==> config.mk <==
export PLATFORM = sky130hd
export DESIGN_NAME = life_automaton_generation_core
export DESIGN_NICKNAME = d
export VERILOG_FILES = /design/src/hw/rtl/lifegen_pkg.sv /design/src/hw/rtl/lifegen_ram.sv /design/src/hw/rtl/lifegen_front.sv /design/src/hw/rtl/lifegen_fifo.sv /design/src/hw/rtl/lifegen_back.sv /design/src/hw/rtl/life_automaton_generation_core.sv
export VERILOG_INCLUDE_DIRS = /design/src /design/src/hw/rtl
export SDC_FILE = /design/constraint.sdc
export NUM_CORES = 1
export LEC_CHECK = 0
export ABC_AREA = 1
export BUFFER_PORTS_ARGS = -buffer_cell sky130_fd_sc_hd__buf_2
export CAP_MARGIN = 0
export CORE_MARGIN = 2
export CORE_UTILIZATION = 64
export DETAILED_ROUTE_END_ITERATION = 10
export PLACE_DENSITY = 0.81
export RECOVER_POWER = 100
export SYNTH_ARGS = -nofsm -noshare
export SYNTH_HDL_FRONTEND = slang
export SYNTH_HIERARCHICAL = 1
export SYNTH_SLANG_ARGS = --single-unit
==> constraint.sdc <==
create_clock -name clk -period 6.6 [get_ports clk]
set_input_delay 0.33 -clock clk [delete_from_list [all_inputs] [get_ports clk]]
set_output_delay 0.33 -clock clk [all_outputs]
set_load 0.01 [all_outputs]
==> src/hw/rtl/life_automaton_generation_core_macros.svh <==
// ----------------------------------------------------------------------------
// Life generation core assertion macros
// Clocked property helpers for the asserting top-level RTL file.
// ----------------------------------------------------------------------------
`ifndef LIFE_AUTOMATON_GENERATION_CORE_MACROS_SVH
`define LIFE_AUTOMATON_GENERATION_CORE_MACROS_SVH

// same-cycle implication, sampled on clk, off during reset
`define LIFEGEN_ASSERT_SAME(label, ante, cons, msg) \
    label: assert property (@(posedge clk) disable iff (!rst_n) (ante) |-> (cons)) \
        else $error(msg);

// next-cycle implication, sampled on clk, off during reset
`define LIFEGEN_ASSERT_NEXT(label, ante, cons, msg) \
    label: assert property (@(posedge clk) disable iff (!rst_n) (ante) |=> (cons)) \
        else $error(msg);

`endif

==> src/hw/rtl/lifegen_pkg.sv <==
// ----------------------------------------------------------------------------
// Life generation package
// Sizes, codes and the request record shared by the life generation core.
// ----------------------------------------------------------------------------
`default_nettype none

package lifegen_pkg;

    localparam int MAX_WIDTH  = 128;
    localparam int MAX_HEIGHT = 64;

    localparam int COL_W  = $clog2(MAX_WIDTH);
    localparam int ROW_W  = $clog2(MAX_HEIGHT);
    localparam int HC_W   = $clog2(MAX_HEIGHT + 1);
    localparam int WC_W   = $clog2(MAX_WIDTH + 1);
    localparam int CNT_W  = $clog2(MAX_HEIGHT * MAX_WIDTH + MAX_WIDTH + 2);
    localparam int STEP_W = $clog2(CNT_W + 1);

    // configuration register fields
    localparam int HCFG_W = 7;
    localparam int WCFG_W = 8;
    localparam int CFG_W  = 8;

    localparam logic [HCFG_W-1:0] GRID_HEIGHT_RST = 7'd30;
    localparam logic [WCFG_W-1:0] GRID_WIDTH_RST  = 8'd120;
    localparam int CELLS_RST = 30 * 120;
    localparam int TOTAL_RST = CELLS_RST + 120 + 1;

    // stream packing
    localparam int IN_TDATA_W  = 8;
    localparam int OUT_FIELD_W = 1 + ROW_W + COL_W;
    localparam int OUT_TDATA_W = ((OUT_FIELD_W + 7) / 8) * 8;

    // B3/S23 rule
    localparam int SURVIVE_LO = 2;
    localparam int SURVIVE_HI = 3;
    localparam int BIRTH_CNT  = 3;

    // request queue between front and back
    localparam int FIFO_DEPTH = 4;
    localparam int PTR_W      = $clog2(FIFO_DEPTH);

    typedef enum logic [0:0] {
        CFG_GRID_HEIGHT = 1'b0,
        CFG_GRID_WIDTH  = 1'b1
    } cfg_index_t;

    localparam logic CMD_CELL  = 1'b0;
    localparam logic CMD_FLUSH = 1'b1;

    // one classified request
    typedef struct packed {
        logic             new_bit;   // new cell bit entering the window
        logic [COL_W-1:0] col;       // line store column
        logic             has_res;   // request yields a result
        logic             last;      // final result of the frame
        logic             ok_left;
        logic             ok_right;
        logic             ok_top;
        logic             ok_bottom;
        logic [ROW_W-1:0] row;       // result row
        logic [COL_W-1:0] res_col;   // result column
    } item_t;

endpackage

`default_nettype wire

==> src/hw/rtl/lifegen_ram.sv <==
// ----------------------------------------------------------------------------
// Life generation RAM
// Generic single-write, single-read memory with registered read data.
// ----------------------------------------------------------------------------
`default_nettype none

module lifegen_ram #(
    parameter int WIDTH = 1,
    parameter int DEPTH = 2
) (
    input  wire logic                                    clk,
    input  wire logic                                    we,
    input  wire logic [((DEPTH > 1) ? $clog2(DEPTH) : 1)-1:0] waddr,
    input  wire logic [WIDTH-1:0]                        wdata,
    input  wire logic                                    re,
    input  wire logic [((DEPTH > 1) ? $clog2(DEPTH) : 1)-1:0] raddr,
    output logic      [WIDTH-1:0]                        rdata
);

    logic [WIDTH-1:0] mem_reg [DEPTH];

    always_ff @(posedge clk)
    begin
        if (we)
        begin
            mem_reg[waddr] <= wdata;
        end
        if (re)
        begin
            rdata <= mem_reg[raddr];
        end
    end

endmodule

`default_nettype wire

==> src/hw/rtl/lifegen_front.sv <==
// ----------------------------------------------------------------------------
// Life generation front end
// Holds the size registers, tracks the frame position and classifies
// each request into a cell or flush with its result coordinates.
// ----------------------------------------------------------------------------
`default_nettype none

module lifegen_front
    import lifegen_pkg::*;
(
    input  wire logic             clk,
    input  wire logic             rst_n,
    input  wire logic             cfg_we,
    input  wire logic [0:0]       cfg_addr,
    input  wire logic [CFG_W-1:0] cfg_wdata,
    input  wire logic             in_valid,
    input  wire logic             in_cmd,
    input  wire logic             in_cell,
    input  wire logic             q_full,
    output logic                  in_ready,
    output logic                  push,
    output item_t                 push_item
);

    logic [HCFG_W-1:0] hgt_reg;
    logic [WCFG_W-1:0] wid_reg;
    logic [HC_W-1:0]   hc;
    logic [WC_W-1:0]   wc;
    logic [CNT_W-1:0]  cells_reg;
    logic [CNT_W-1:0]  total_reg;

    logic [CNT_W-1:0]  seen_reg,  seen_next;
    logic [COL_W-1:0]  col_reg,   col_next;
    logic [CNT_W-1:0]  orow_reg,  orow_next;
    logic [COL_W-1:0]  ocol_reg,  ocol_next;

    logic              busy_reg;
    logic [STEP_W-1:0] step_reg;
    logic [CNT_W-1:0]  div_reg;
    logic [COL_W-1:0]  rem_reg;
    logic [COL_W:0]    rem_shift;
    logic [COL_W-1:0]  rem_step;

    logic              restart;
    logic [CNT_W-1:0]  n;
    logic [COL_W-1:0]  colx;
    logic [CNT_W-1:0]  orow;
    logic [COL_W-1:0]  ocol;
    logic [COL_W:0]    col_inc;
    logic [COL_W:0]    ocol_inc;
    logic              is_last;
    logic              has_res;

    // clamp sizes to 1..MAX
    always_comb
    begin
        if (hgt_reg == '0)
            hc = HC_W'(1);
        else if (int'(hgt_reg) > MAX_HEIGHT)
            hc = HC_W'(MAX_HEIGHT);
        else
            hc = HC_W'(hgt_reg);
        if (wid_reg == '0)
            wc = WC_W'(1);
        else if (int'(wid_reg) > MAX_WIDTH)
            wc = WC_W'(MAX_WIDTH);
        else
            wc = WC_W'(wid_reg);
    end

    always_ff @(posedge clk or negedge rst_n)
    begin
        if (!rst_n)
        begin
            hgt_reg   <= GRID_HEIGHT_RST;
            wid_reg   <= GRID_WIDTH_RST;
            cells_reg <= CNT_W'(CELLS_RST);
            total_reg <= CNT_W'(TOTAL_RST);
        end
        else
        begin
            if (cfg_we)
            begin
                unique case (cfg_index_t'(cfg_addr))
                    CFG_GRID_HEIGHT: hgt_reg <= cfg_wdata[HCFG_W-1:0];
                    CFG_GRID_WIDTH:  wid_reg <= cfg_wdata[WCFG_W-1:0];
                    default: ;
                endcase
            end
            cells_reg <= CNT_W'(hc) * CNT_W'(wc);
            total_reg <= cells_reg + CNT_W'(wc) + CNT_W'(1);
        end
    end

    // bit-serial remainder: column = position mod width after a size change
    assign rem_shift = {rem_reg, div_reg[CNT_W-1]};
    assign rem_step  = (rem_shift >= (COL_W+1)'(wc)) ? COL_W'(rem_shift - (COL_W+1)'(wc))
                                                     : COL_W'(rem_shift);

    assign in_ready = !busy_reg && !q_full;
    assign push     = in_valid && in_ready;

    always_comb
    begin
        restart = seen_reg >= total_reg;
        n       = restart ? '0 : seen_reg;
        colx    = restart ? '0 : col_reg;
        orow    = restart ? '0 : orow_reg;
        ocol    = restart ? '0 : ocol_reg;
        is_last = (n + CNT_W'(1)) == total_reg;
        has_res = n >= (CNT_W'(wc) + CNT_W'(1));

        push_item.new_bit   = (n < cells_reg) && (in_cmd == CMD_CELL) && in_cell;
        push_item.col       = colx;
        push_item.has_res   = has_res;
        push_item.last      = is_last;
        push_item.ok_left   = ocol != '0;
        push_item.ok_right  = (COL_W+1)'(ocol) != ((COL_W+1)'(wc) - (COL_W+1)'(1));
        push_item.ok_top    = orow != '0;
        push_item.ok_bottom = orow != (CNT_W'(hc) - CNT_W'(1));
        push_item.row       = orow[ROW_W-1:0];
        push_item.res_col   = ocol;

        col_inc  = (COL_W+1)'(colx) + (COL_W+1)'(1);
        ocol_inc = (COL_W+1)'(ocol) + (COL_W+1)'(1);

        if (is_last)
        begin
            seen_next = '0;
            col_next  = '0;
            orow_next = '0;
            ocol_next = '0;
        end
        else
        begin
            seen_next = n + CNT_W'(1);
            col_next  = (col_inc == (COL_W+1)'(wc)) ? '0 : col_inc[COL_W-1:0];
            orow_next = orow;
            ocol_next = ocol;
            if (has_res)
            begin
                if (ocol_inc >= (COL_W+1)'(wc))
                begin
                    ocol_next = '0;
                    orow_next = orow + CNT_W'(1);
                end
                else
                begin
                    ocol_next = ocol_inc[COL_W-1:0];
                end
            end
        end
    end

    always_ff @(posedge clk or negedge rst_n)
    begin
        if (!rst_n)
        begin
            seen_reg <= '0;
            col_reg  <= '0;
            orow_reg <= '0;
            ocol_reg <= '0;
            busy_reg <= 1'b0;
            step_reg <= '0;
            div_reg  <= '0;
            rem_reg  <= '0;
        end
        else if (cfg_we)
        begin
            busy_reg <= 1'b1;
            step_reg <= STEP_W'(CNT_W);
            div_reg  <= seen_reg;
            rem_reg  <= '0;
        end
        else if (busy_reg)
        begin
            rem_reg  <= rem_step;
            div_reg  <= div_reg << 1;
            step_reg <= step_reg - STEP_W'(1);
            if (step_reg == STEP_W'(1))
            begin
                busy_reg <= 1'b0;
                col_reg  <= rem_step;
            end
        end
        else if (push)
        begin
            seen_reg <= seen_next;
            col_reg  <= col_next;
            orow_reg <= orow_next;
            ocol_reg <= ocol_next;
        end
    end

endmodule

`default_nettype wire

==> src/hw/rtl/lifegen_fifo.sv <==
// ----------------------------------------------------------------------------
// Life generation request queue
// Short show-ahead queue between the front end and the window back end.
// ----------------------------------------------------------------------------
`default_nettype none

module lifegen_fifo
    import lifegen_pkg::*;
(
    input  wire logic clk,
    input  wire logic rst_n,
    input  wire logic push,
    input  item_t     push_item,
    input  wire logic pop,
    output item_t     head,
    output logic      full,
    output logic      empty
);

    item_t            mem_reg [FIFO_DEPTH];
    logic [PTR_W-1:0] wr_ptr_reg;
    logic [PTR_W-1:0] rd_ptr_reg;
    logic [PTR_W:0]   count_reg;

    assign head  = mem_reg[rd_ptr_reg];
    assign full  = count_reg == (PTR_W+1)'(FIFO_DEPTH);
    assign empty = count_reg == '0;

    always_ff @(posedge clk)
    begin
        if (push)
        begin
            mem_reg[wr_ptr_reg] <= push_item;
        end
    end

    always_ff @(posedge clk or negedge rst_n)
    begin
        if (!rst_n)
        begin
            wr_ptr_reg <= '0;
            rd_ptr_reg <= '0;
            count_reg  <= '0;
        end
        else
        begin
            if (push)
                wr_ptr_reg <= wr_ptr_reg + PTR_W'(1);
            if (pop)
                rd_ptr_reg <= rd_ptr_reg + PTR_W'(1);
            if (push && !pop)
                count_reg <= count_reg + (PTR_W+1)'(1);
            else if (pop && !push)
                count_reg <= count_reg - (PTR_W+1)'(1);
        end
    end

endmodule

`default_nettype wire

==> src/hw/rtl/lifegen_back.sv <==
// ----------------------------------------------------------------------------
// Life generation back end
// Line store read-modify-write, 3x3 window, neighbor count and result
// register.
// ----------------------------------------------------------------------------
`default_nettype none

module lifegen_back
    import lifegen_pkg::*;
(
    input  wire logic             clk,
    input  wire logic             rst_n,
    input  item_t                 head,
    input  wire logic             q_empty,
    output logic                  pop,
    output logic                  out_valid,
    input  wire logic             out_ready,
    output logic                  out_alive,
    output logic [ROW_W-1:0]      out_row,
    output logic [COL_W-1:0]      out_col,
    output logic                  out_last
);

    item_t          b_item_reg;
    logic           b_valid_reg;
    logic           b_fire;

    logic [1:0]     ram_rdata;
    logic [1:0]     ram_wdata;
    logic [MAX_WIDTH-1:0] vld_reg;
    logic           rd_vld_reg;
    logic           fwd_reg;
    logic [1:0]     fwd_data_reg;
    logic [1:0]     rd;

    logic [8:0]     win_reg;
    logic [8:0]     win_new;
    logic [3:0]     cnt;
    logic           use_bit;
    logic           alive;

    logic           out_valid_reg;
    logic           out_alive_reg;
    logic [ROW_W-1:0] out_row_reg;
    logic [COL_W-1:0] out_col_reg;
    logic           out_last_reg;

    assign b_fire = b_valid_reg && (!b_item_reg.has_res || !out_valid_reg || out_ready);
    assign pop    = !q_empty && (!b_valid_reg || b_fire);

    // stored bit 0 = two rows up, bit 1 = one row up
    assign rd        = fwd_reg ? fwd_data_reg : (rd_vld_reg ? ram_rdata : 2'b00);
    assign ram_wdata = {b_item_reg.new_bit, rd[1]};

    lifegen_ram #(
        .WIDTH(2),
        .DEPTH(MAX_WIDTH)
    ) u_line_ram (
        .clk   (clk),
        .we    (b_fire),
        .waddr (b_item_reg.col),
        .wdata (ram_wdata),
        .re    (pop),
        .raddr (head.col),
        .rdata (ram_rdata)
    );

    // window bit 3*col+row, col 0 oldest, row 0 top
    assign win_new = {b_item_reg.new_bit, rd[1], rd[0], win_reg[8:3]};

    always_comb
    begin
        cnt     = '0;
        use_bit = 1'b0;
        for (int c = 0; c < 3; c++)
        begin
            for (int r = 0; r < 3; r++)
            begin
                use_bit = (c != 0 || b_item_reg.ok_left)
                       && (c != 2 || b_item_reg.ok_right)
                       && (r != 0 || b_item_reg.ok_top)
                       && (r != 2 || b_item_reg.ok_bottom)
                       && !(c == 1 && r == 1);
                if (use_bit)
                    cnt = cnt + 4'(win_new[3*c+r]);
            end
        end
        if (win_new[4])
            alive = (cnt == 4'(SURVIVE_LO)) || (cnt == 4'(SURVIVE_HI));
        else
            alive = cnt == 4'(BIRTH_CNT);
    end

    always_ff @(posedge clk or negedge rst_n)
    begin
        if (!rst_n)
        begin
            b_valid_reg   <= 1'b0;
            vld_reg       <= '0;
            rd_vld_reg    <= 1'b0;
            fwd_reg       <= 1'b0;
            win_reg       <= '0;
            out_valid_reg <= 1'b0;
        end
        else
        begin
            if (pop)
                b_valid_reg <= 1'b1;
            else if (b_fire)
                b_valid_reg <= 1'b0;

            if (pop)
            begin
                rd_vld_reg <= vld_reg[head.col];
                fwd_reg    <= b_fire && (b_item_reg.col == head.col);
            end

            if (b_fire)
            begin
                vld_reg[b_item_reg.col] <= 1'b1;
                win_reg                 <= win_new;
            end

            if (b_fire && b_item_reg.has_res)
                out_valid_reg <= 1'b1;
            else if (out_ready)
                out_valid_reg <= 1'b0;
        end
    end

    always_ff @(posedge clk)
    begin
        if (pop)
        begin
            b_item_reg   <= head;
            fwd_data_reg <= ram_wdata;
        end
        if (b_fire && b_item_reg.has_res)
        begin
            out_alive_reg <= alive;
            out_row_reg   <= b_item_reg.row;
            out_col_reg   <= b_item_reg.res_col;
            out_last_reg  <= b_item_reg.last;
        end
    end

    assign out_valid = out_valid_reg;
    assign out_alive = out_alive_reg;
    assign out_row   = out_row_reg;
    assign out_col   = out_col_reg;
    assign out_last  = out_last_reg;

endmodule

`default_nettype wire

==> src/hw/rtl/life_automaton_generation_core.sv <==
// ----------------------------------------------------------------------------
// Life automaton generation core
// One B3/S23 generation over a streamed, dead-bordered grid.
// ----------------------------------------------------------------------------
// Takes one cell per clock in raster order and returns one result per clock
// once the pipe is full and no resync or output stall holds it; the result
// for cell k leaves after cell k+W+1 is accepted, with m_axis_tvalid rising
// once that request has passed the queue, the pop with line store read, and
// the window count into the output register. After each frame send W+1
// flush requests. The rate is set by the line store read-modify-write, one
// column per cycle. After any configuration write the input stalls while a
// bit-serial remainder unit recomputes the column from the frame position.
`default_nettype none

`include "life_automaton_generation_core_macros.svh"

module life_automaton_generation_core
    import lifegen_pkg::*;
(
    input  wire logic                   clk,
    input  wire logic                   rst_n,
    // configuration
    input  wire logic                   cfg_we,
    input  wire logic [0:0]             cfg_addr,
    input  wire logic [CFG_W-1:0]       cfg_wdata,
    // cell stream in
    input  wire logic                   s_axis_tvalid,
    output logic                        s_axis_tready,
    input  wire logic [IN_TDATA_W-1:0]  s_axis_tdata,   // [0] cell_alive
    input  wire logic                   s_axis_tuser,   // [0] command
    // result stream out
    output logic                        m_axis_tvalid,
    input  wire logic                   m_axis_tready,
    output logic [OUT_TDATA_W-1:0]      m_axis_tdata,   // [0] next_alive, row_index, col_index
    output logic                        m_axis_tlast    // frame_last
);

    logic             q_push;
    logic             q_pop;
    logic             q_full;
    logic             q_empty;
    item_t            q_in;
    item_t            q_head;
    logic             res_alive;
    logic [ROW_W-1:0] res_row;
    logic [COL_W-1:0] res_col;

    lifegen_front u_front (
        .clk       (clk),
        .rst_n     (rst_n),
        .cfg_we    (cfg_we),
        .cfg_addr  (cfg_addr),
        .cfg_wdata (cfg_wdata),
        .in_valid  (s_axis_tvalid),
        .in_cmd    (s_axis_tuser),
        .in_cell   (s_axis_tdata[0]),
        .q_full    (q_full),
        .in_ready  (s_axis_tready),
        .push      (q_push),
        .push_item (q_in)
    );

    lifegen_fifo u_fifo (
        .clk       (clk),
        .rst_n     (rst_n),
        .push      (q_push),
        .push_item (q_in),
        .pop       (q_pop),
        .head      (q_head),
        .full      (q_full),
        .empty     (q_empty)
    );

    lifegen_back u_back (
        .clk       (clk),
        .rst_n     (rst_n),
        .head      (q_head),
        .q_empty   (q_empty),
        .pop       (q_pop),
        .out_valid (m_axis_tvalid),
        .out_ready (m_axis_tready),
        .out_alive (res_alive),
        .out_row   (res_row),
        .out_col   (res_col),
        .out_last  (m_axis_tlast)
    );

    assign m_axis_tdata = {{(OUT_TDATA_W - OUT_FIELD_W){1'b0}}, res_col, res_row, res_alive};

    `LIFEGEN_ASSERT_SAME(a_queue_no_overflow, q_push, !q_full, "request queue overflow")
    `LIFEGEN_ASSERT_SAME(a_queue_no_underflow, q_pop, !q_empty, "request queue underflow")
    `LIFEGEN_ASSERT_NEXT(a_cfg_stalls_input, cfg_we, !s_axis_tready, "input open during resync")

endmodule

`default_nettype wire

==> results.json, run 1 <==
{
  "yosysWarnings": 6,
  "synthArstFlopShare": 0.3844,
  "setup_viol": 0,
  "critPathMaxStageDelay_ns": 0.74,
  "fin_crit_sh": 0.9199,
  "violations": "max-capacitance violations, max-slew violations",
  "maxSlewViolCount": 703,
  "synth_cell_type_count": 53,
  "ctsResizeCount": 0,
  "clk_pin_slew_ns": 0.05,
  "ff2ff_path_depth": 25,
  "fin_worst_skew_ns": 0.02972,
  "htreeDepth": 3,
  "ys_ff_latch": 666,
  "grt_usage": 0.3000,
  "hp-class": "in2reg",
  "endpoint_kind": "flop",
  "path_max_fanout": 18,
  "path_common_cell": "nand2_1",
  "post-route-util": 0.6993,
  "grt_pass1_wl_um": 132800,
  "max_freq_mhz": 164.7,
  "drive_above_1_share": 0.05350,
  "drtIter0Drc": 2864,
  "cp_slowest_cell": "nor2_1",
  "io_pins": 42,
  "synth_edf_count": 410,
  "grt_start_max_net_pins": 162,
  "wl_per_cell_um": 18.73,
  "rsz0062_at_grt": "no",
  "drc_errors": 0,
  "rrSetupSlack_ns": 0.53,
  "cts_buffer_depth": 3,
  "min_path_cells": 3,
  "fin_crit_ns": 6.071,
  "largest_reg_flops": 256,
  "leakagePower_nw": 15.81,
  "vias": 26253,
  "critPathRequiredTime_ns": 7.12,
  "maxCapViolCount": 14,
  "n_antenna_cell": 0,
  "cp_num_cells": 25,
  "worstSetupPathType": "reg2reg",
  "grt_overflow": 0,
  "status": "complete, but fails checks",
  "cts_hold_buf": 8,
  "slew_headroom": -2.520,
  "clock_latency_ns": 0.63,
  "r2r-start": "u_front/total_reg[11]",
  "syn_to_final_growth_pct": 7.456,
  "netlist_area_um2": 34330,
  "ys_seq_area_frac": 0.5458,
  "die_area_um2": 55520,
  "cts.sinks": 666,
  "firstDrtPassIters": 6,
  "fp.dieH_um": 235.6,
  "worst_slew_pin_slew_ns": 5.280,
  "final_nets": 3820,
  "path_buf_inv": 4,
  "start_util": 0.6508,
  "tns_ns": 0,
  "place.gp.congestion": 0.9270,
  "hpwl_um": 50620,
  "avgSynthCellArea_um2": 9.376,
  "drt-total-wl_um": 82210,
  "worstPathArrival_ns": 6.59,
  "synthFlopType": "edfxtp_1",
  "cts_setup_buffers": 0,
  "cts_tree": "yes",
  "detail-route-antenna-nets": 0,
  "antenna_found_initial": 1,
  "p_per_area_nw_per_um2": 418.0,
  "ir_drop_mv": 0.2782,
  "final_common_cell": "nand2_1",
  "syn_inst": 3662,
  "crit_family": "simple AND/OR/NAND/NOR gates",
  "final_cell_mix": "908 x nand2_1, 470 x nand3_1, 410 x edfxtp_1",
  "worstHoldStart": "cfg_wdata[6]",
  "vias_per_cell": 5.982,
  "start_kind": "flop",
  "hold_viol": 0,
  "cts_buffers": 69,
  "r2r_end": "u_front/orow_reg[10]",
  "fp.dieW_um": 235.6,
  "io_buffers": 32,
  "grt_pass1_vias": 25722,
  "core_area_um2": 52760,
  "hold_end": "u_front/wid_reg[6]",
  "ctsRootBufferMaster": "clkbuf_16",
  "rows": 84
}
## routing by layer
metal	vias to the layer above	global-route usage	wire length, um
li1	12200	-	-
met1	12545	0.4045	33260
met2	1284	0.4976	39370
met3	224	0.04644	7073
met4	0	0.1094	2509
met5	-	0	0
## cells in the mapped netlist (all sizes together) (6+ instances only)
cell / number / area share
o22ai: 14 / 0.0026
nand2: 914 / 0.10
xor2: 56 / 0.014
or2: 10 / 0.0018
fa: 31 / 0.018
xnor2: 17 / 0.0043
nor2: 371 / 0.043
and2: 6 / 0.0011
buf: 107 / 0.022
o211ai: 59 / 0.013
o21ai: 88 / 0.013
nand3: 478 / 0.072
dfrtp: 238 / 0.17
inv: 357 / 0.039
nand3b: 9 / 0.0020
a21oi: 69 / 0.010
a31oi: 9 / 0.0016
nand4: 34 / 0.0066
o21bai: 134 / 0.029
edfxtp: 410 / 0.36
dfstp: 18 / 0.014
ha: 120 / 0.044
nor3: 37 / 0.0054
clkbuf: 48 / 0.0052
## kinds of logic after synthesis
group                    Yosys count  synth area share
flip-flops                       666            0.5458
AO/OA/AOI/OAI                    389           0.07296
other                              2         0.0002187
XOR/XNOR                          73           0.01862
adder cells (fa/ha/maj)          151           0.06181
buffers and inverters            516           0.06683
AND/OR/NAND/NOR                 1865            0.2337
## metrics by stage
stage / power [mW] / hold WS, ns / area [um^2] / std cells / setup WS [ns]
floorplan: 10.01 / 0.03441 / 34340 / 3663 / 1.487
global route: 16.31 / 0.04450 / 36890 / 4389 / 0.1651
detailed placement: 11.44 / 0.4054 / 34710 / 4255 / 0.9486
finish: 15.42 / 0.04628 / 36890 / 4389 / 0.5287
CTS: 15.39 / 0.02116 / 37090 / 4389 / 0.8690
global placement: 11.26 / 0.4002 / 34710 / 4255 / 1.047
## worst register-to-register path: cells and delay by family (launching register included)
| family | cells | cell delay [ns] |
|---|---|---|
| AND/OR/NAND/NOR | 16 | 3.56 |
| adder cells (fa/ha/maj) | 2 | 0.48 |
| flip-flops | 1 | 0.54 |
| AO/OA/AOI/OAI | 2 | 0.33 |
| buffers and inverters | 4 | 0.82 |
| XOR/XNOR | 1 | 0.25 |
## area by class of cell
| type | instances | area (um^2) |
|---|---|---|
| Tap cell | 688 | 860.8 |
| Timing Repair Buffer | 67 | 395.4 |
| Clock buffer | 98 | 2007 |
| Clock inverter | 28 | 291.5 |
| Sequential cell | 666 | 18740 |
| Inverter | 361 | 1358 |
| Fill cell | 3790 | 15870 |
| Multi-Input combinational cell | 2481 | 13240 |
## report_power, final
group	switching [mW]	internal (mW)
Clock	1.66	2.23
Combinational	3.96	1.65
Sequential	0.468	5.45
Total	6.09	9.33
## how the worst max path moves through the flow
stage / slack (ns) / start / to
after global routing: 0.17 / u_fifo/rd_ptr_reg[0] / u_back/rd_vld_reg
after detailed placement: 0.95 / u_front/hgt_reg[1] / u_front/cells_reg[13]
after global placement: 1.05 / u_front/wid_reg[7] / u_front/cells_reg[13]
final: 0.53 / u_front/total_reg[11] / u_front/orow_reg[10]
after floorplan: 1.49 / u_front/hgt_reg[1] / u_front/cells_reg[13]
after CTS: 0.87 / u_front/hgt_reg[1] / u_front/cells_reg[13]
No activity file was read; power rests on OpenSTA's default activity.
==> inputs of run 2 (changes only) <==
Settings changed: ABC_AREA 1 to not set.
==> run 2 against run 1 <==
Against the previous run:
- the run still ends with max-capacitance violations, max-slew violations left
- routed wire length is 6.5% lower
- core utilization increased by 0.54 points
- final area is 2.0% lower
- largest cell class unchanged
- largest power group unchanged
- highest routed layer unchanged
==> results.json, run 2 <==
{
  "status": "complete, but fails checks",
  "violations": "max-capacitance violations, max-slew violations",
  "vias": 21555,
  "synth_top_area_frac": 0.3713,
  "synthArstFlopShare": 0.3844,
  "slew_headroom": -1.811,
  "hold_viol": 0,
  "endpoint_kind": "flop",
  "setup_viol": 0,
  "cts_hold_buf": 8,
  "ctsResizeCount": 0,
  "final_cell_mix": "410 x edfxtp_1, 242 x nor2_1, 237 x dfrtp_1",
  "synthTopCellsByCount": "410 x edfxtp_1, 242 x nor2_1, 238 x dfrtp_1",
  "synth_edf_count": 410,
  "ys_seq_area_frac": 0.5652,
  "grt_overflow": 0,
  "final_nets": 2728,
  "critPathRequiredTime_ns": 6.95,
  "maxCapViolCount": 11,
  "yosysWarnings": 6,
  "clk_pin_slew_ns": 0.06,
  "syn_inst": 2546,
  "drt-total-wl_um": 76890,
  "cts.sinks": 666,
  "fp.dieH_um": 231.6,
  "max_freq_mhz": 161.8,
  "grt_pass1_vias": 22435,
  "yosysTopAreaCell": "edfxtp_1",
  "start_util": 0.6464,
  "io_buffers": 32,
  "cts_tree": "yes",
  "power_mw": 15.23,
  "die_area_um2": 53650,
  "rows": 83,
  "p_per_area_nw_per_um2": 421.2,
  "largest_reg_flops": 256,
  "synthTopCellsByArea": "edfxtp_1 37%, dfrtp_1 18%, mux4_2 7.5%",
  "drtIter0Drc": 2156,
  "clock_latency_ns": 0.61,
  "stdcell_area_um2": 36150,
  "cts_setup_buffers": 0,
  "detail-route-antenna-nets": 0,
  "hpwl_um": 49130,
  "fin_crit_ns": 6.182,
  "cts_buffers": 69,
  "hp-class": "in2reg",
  "rsz0062_at_grt": "no",
  "place.gp.congestion": 0.9409,
  "placed_cell_area_um2": 33780,
  "fin_crit_sh": 0.9366,
  "worstPathArrival_ns": 6.53,
  "ctsRootBufferMaster": "clkbuf_16",
  "maxSlewViolCount": 456,
  "syn_to_final_growth_pct": 9.029,
  "path_max_fanout": 14,
  "antenna_found_initial": 0,
  "tns_ns": 0,
  "core_area_um2": 51300,
  "ys_ff_latch": 666,
  "fp.dieW_um": 231.6,
  "dp.cells": 3155,
  "grt_start_max_net_pins": 183,
  "htreeDepth": 3,
  "grt_usage": 0.2944,
  "n_antenna_cell": 0,
  "vias_per_cell": 6.556,
  "worst_slew_pin_slew_ns": 4.216,
  "leakagePower_nw": 13.96,
  "drive_above_1_share": 0.1265,
  "layoutNonFillerInstCount": 3288,
  "synth_cell_type_count": 97,
  "cts_buffer_depth": 3,
  "worstSetupPathType": "reg2reg",
  "drc_errors": 0,
  "avgSynthCellArea_um2": 13.02,
  "yosysMostFrequentCell": "edfxtp_1",
  "synthFlopType": "edfxtp_1",
  "io_pins": 42,
  "final_common_cell": "edfxtp_1",
  "firstDrtPassIters": 8,
  "start_kind": "flop",
  "rrSetupSlack_ns": 0.42,
  "ir_drop_mv": 0.2553,
  "wl_per_cell_um": 23.38,
  "grt_pass1_wl_um": 122700,
  "netlist_area_um2": 33160,
  "fin_worst_skew_ns": 0.01945
}
==> run 2: changes by cell type after synthesis, sizes merged, moves of 36 or more <==
cell	delta
inv	-242
mux4	+118
buf	-48
nor2	-129
mux2i	+57
nor2b	+36
xnor2	+56
nand3	-413
nand2	-758
xor2	-41
o211ai	-54
==> run 2: through the flow <==
step           setup slack [ns]  hold slack (ns)    util
3_3_place_gp             0.7548           0.3331  0.6585
6_report                 0.4182          0.01518  0.7047
5_1_grt                  0.1484          0.01264  0.7047
3_5_place_dp             0.5995           0.3346  0.6585
4_1_cts                  0.5420          0.01073  0.7074
2_1_floorplan            0.5628          0.03441       -
==> run 2: kinds of logic after synthesis <==
| logic type | Yosys count | synth area share |
|---|---|---|
| AND/OR/NAND/NOR | 724 | 0.1062 |
| flip-flops | 666 | 0.5652 |
| AO/OA/AOI/OAI | 445 | 0.09573 |
| buffers and inverters | 261 | 0.03494 |
| multiplexers | 207 | 0.1091 |
| adder cells (fa/ha/maj) | 151 | 0.06400 |
| XOR/XNOR | 90 | 0.02464 |
| other | 2 | 0.0002265 |
==> run 2: critical path, stage by stage (launching register included) <==
cell and delay (ns):
edfxtp_1 0.58, and3_1 0.27, ha_1 0.29, and2_1 0.14, ha_1 0.18, ha_1 0.28, and2_0 0.21, o21a_1 0.21
ha_1 0.32, nand2_1 0.10, nand2_1 0.07, ha_1 0.28, nor2b_1 0.05, a21oi_1 0.33, ha_1 0.31, and3_1 0.19
or2_2 0.30, ha_1 0.33, mux2_2 0.28, ha_1 0.22, and3b_1 0.16, o21ai_0 0.22, xor3_1 0.29, o211ai_1 0.11
a221oi_1 0.06, nand3b_1 0.17
==> run 2: power breakdown <==
group	switching (mW)	internal (mW)	leakage, nW	total, mW
sequential	0.533	5.55	7.02	6.08
clock	1.63	2.53	1.19	4.16
combinational	2.99	2.00	5.74	4.99
total	5.15	10.1	14.0	15.2
==> run 2: path summary, 6_finish.rpt <==
kind | from | to | depth (start not counted)
max in group asynchronous | rst_n | u_fifo/rd_ptr_reg[0] | 2
worst max register to register | u_back/b_item_reg[14] | u_back/out_alive | 25
min in group asynchronous | rst_n | u_front/wid_reg[7] | 2
worst min register to register | u_back/b_item_reg[3] | u_back/out_col[3] | 0
worst max-delay path | u_back/b_item_reg[14] | u_back/out_alive | 25
worst min-delay path | cfg_wdata[1] | u_front/wid_reg[1] | 2
==> run 2: metal layers <==
metal | part of all wire | track usage | up-vias
li1 | - | - | 9466
met1 | 0.38 | 0.3776 | 10865
met2 | 0.51 | 0.5109 | 1011
met3 | 0.069 | 0.04343 | 213
met4 | 0.036 | 0.1120 | 0
met5 | 0 | 0 | -
==> run 2: area by class of cell <==
type,count,area [um^2]
fill,3317,15150
clock buffer,88,1916
timing repair buffer,78,466.7
multi-input combinational,1620,13220
clock inverter,37,514.2
sequential,666,18740
inverter,119,447.9
tap,680,850.8
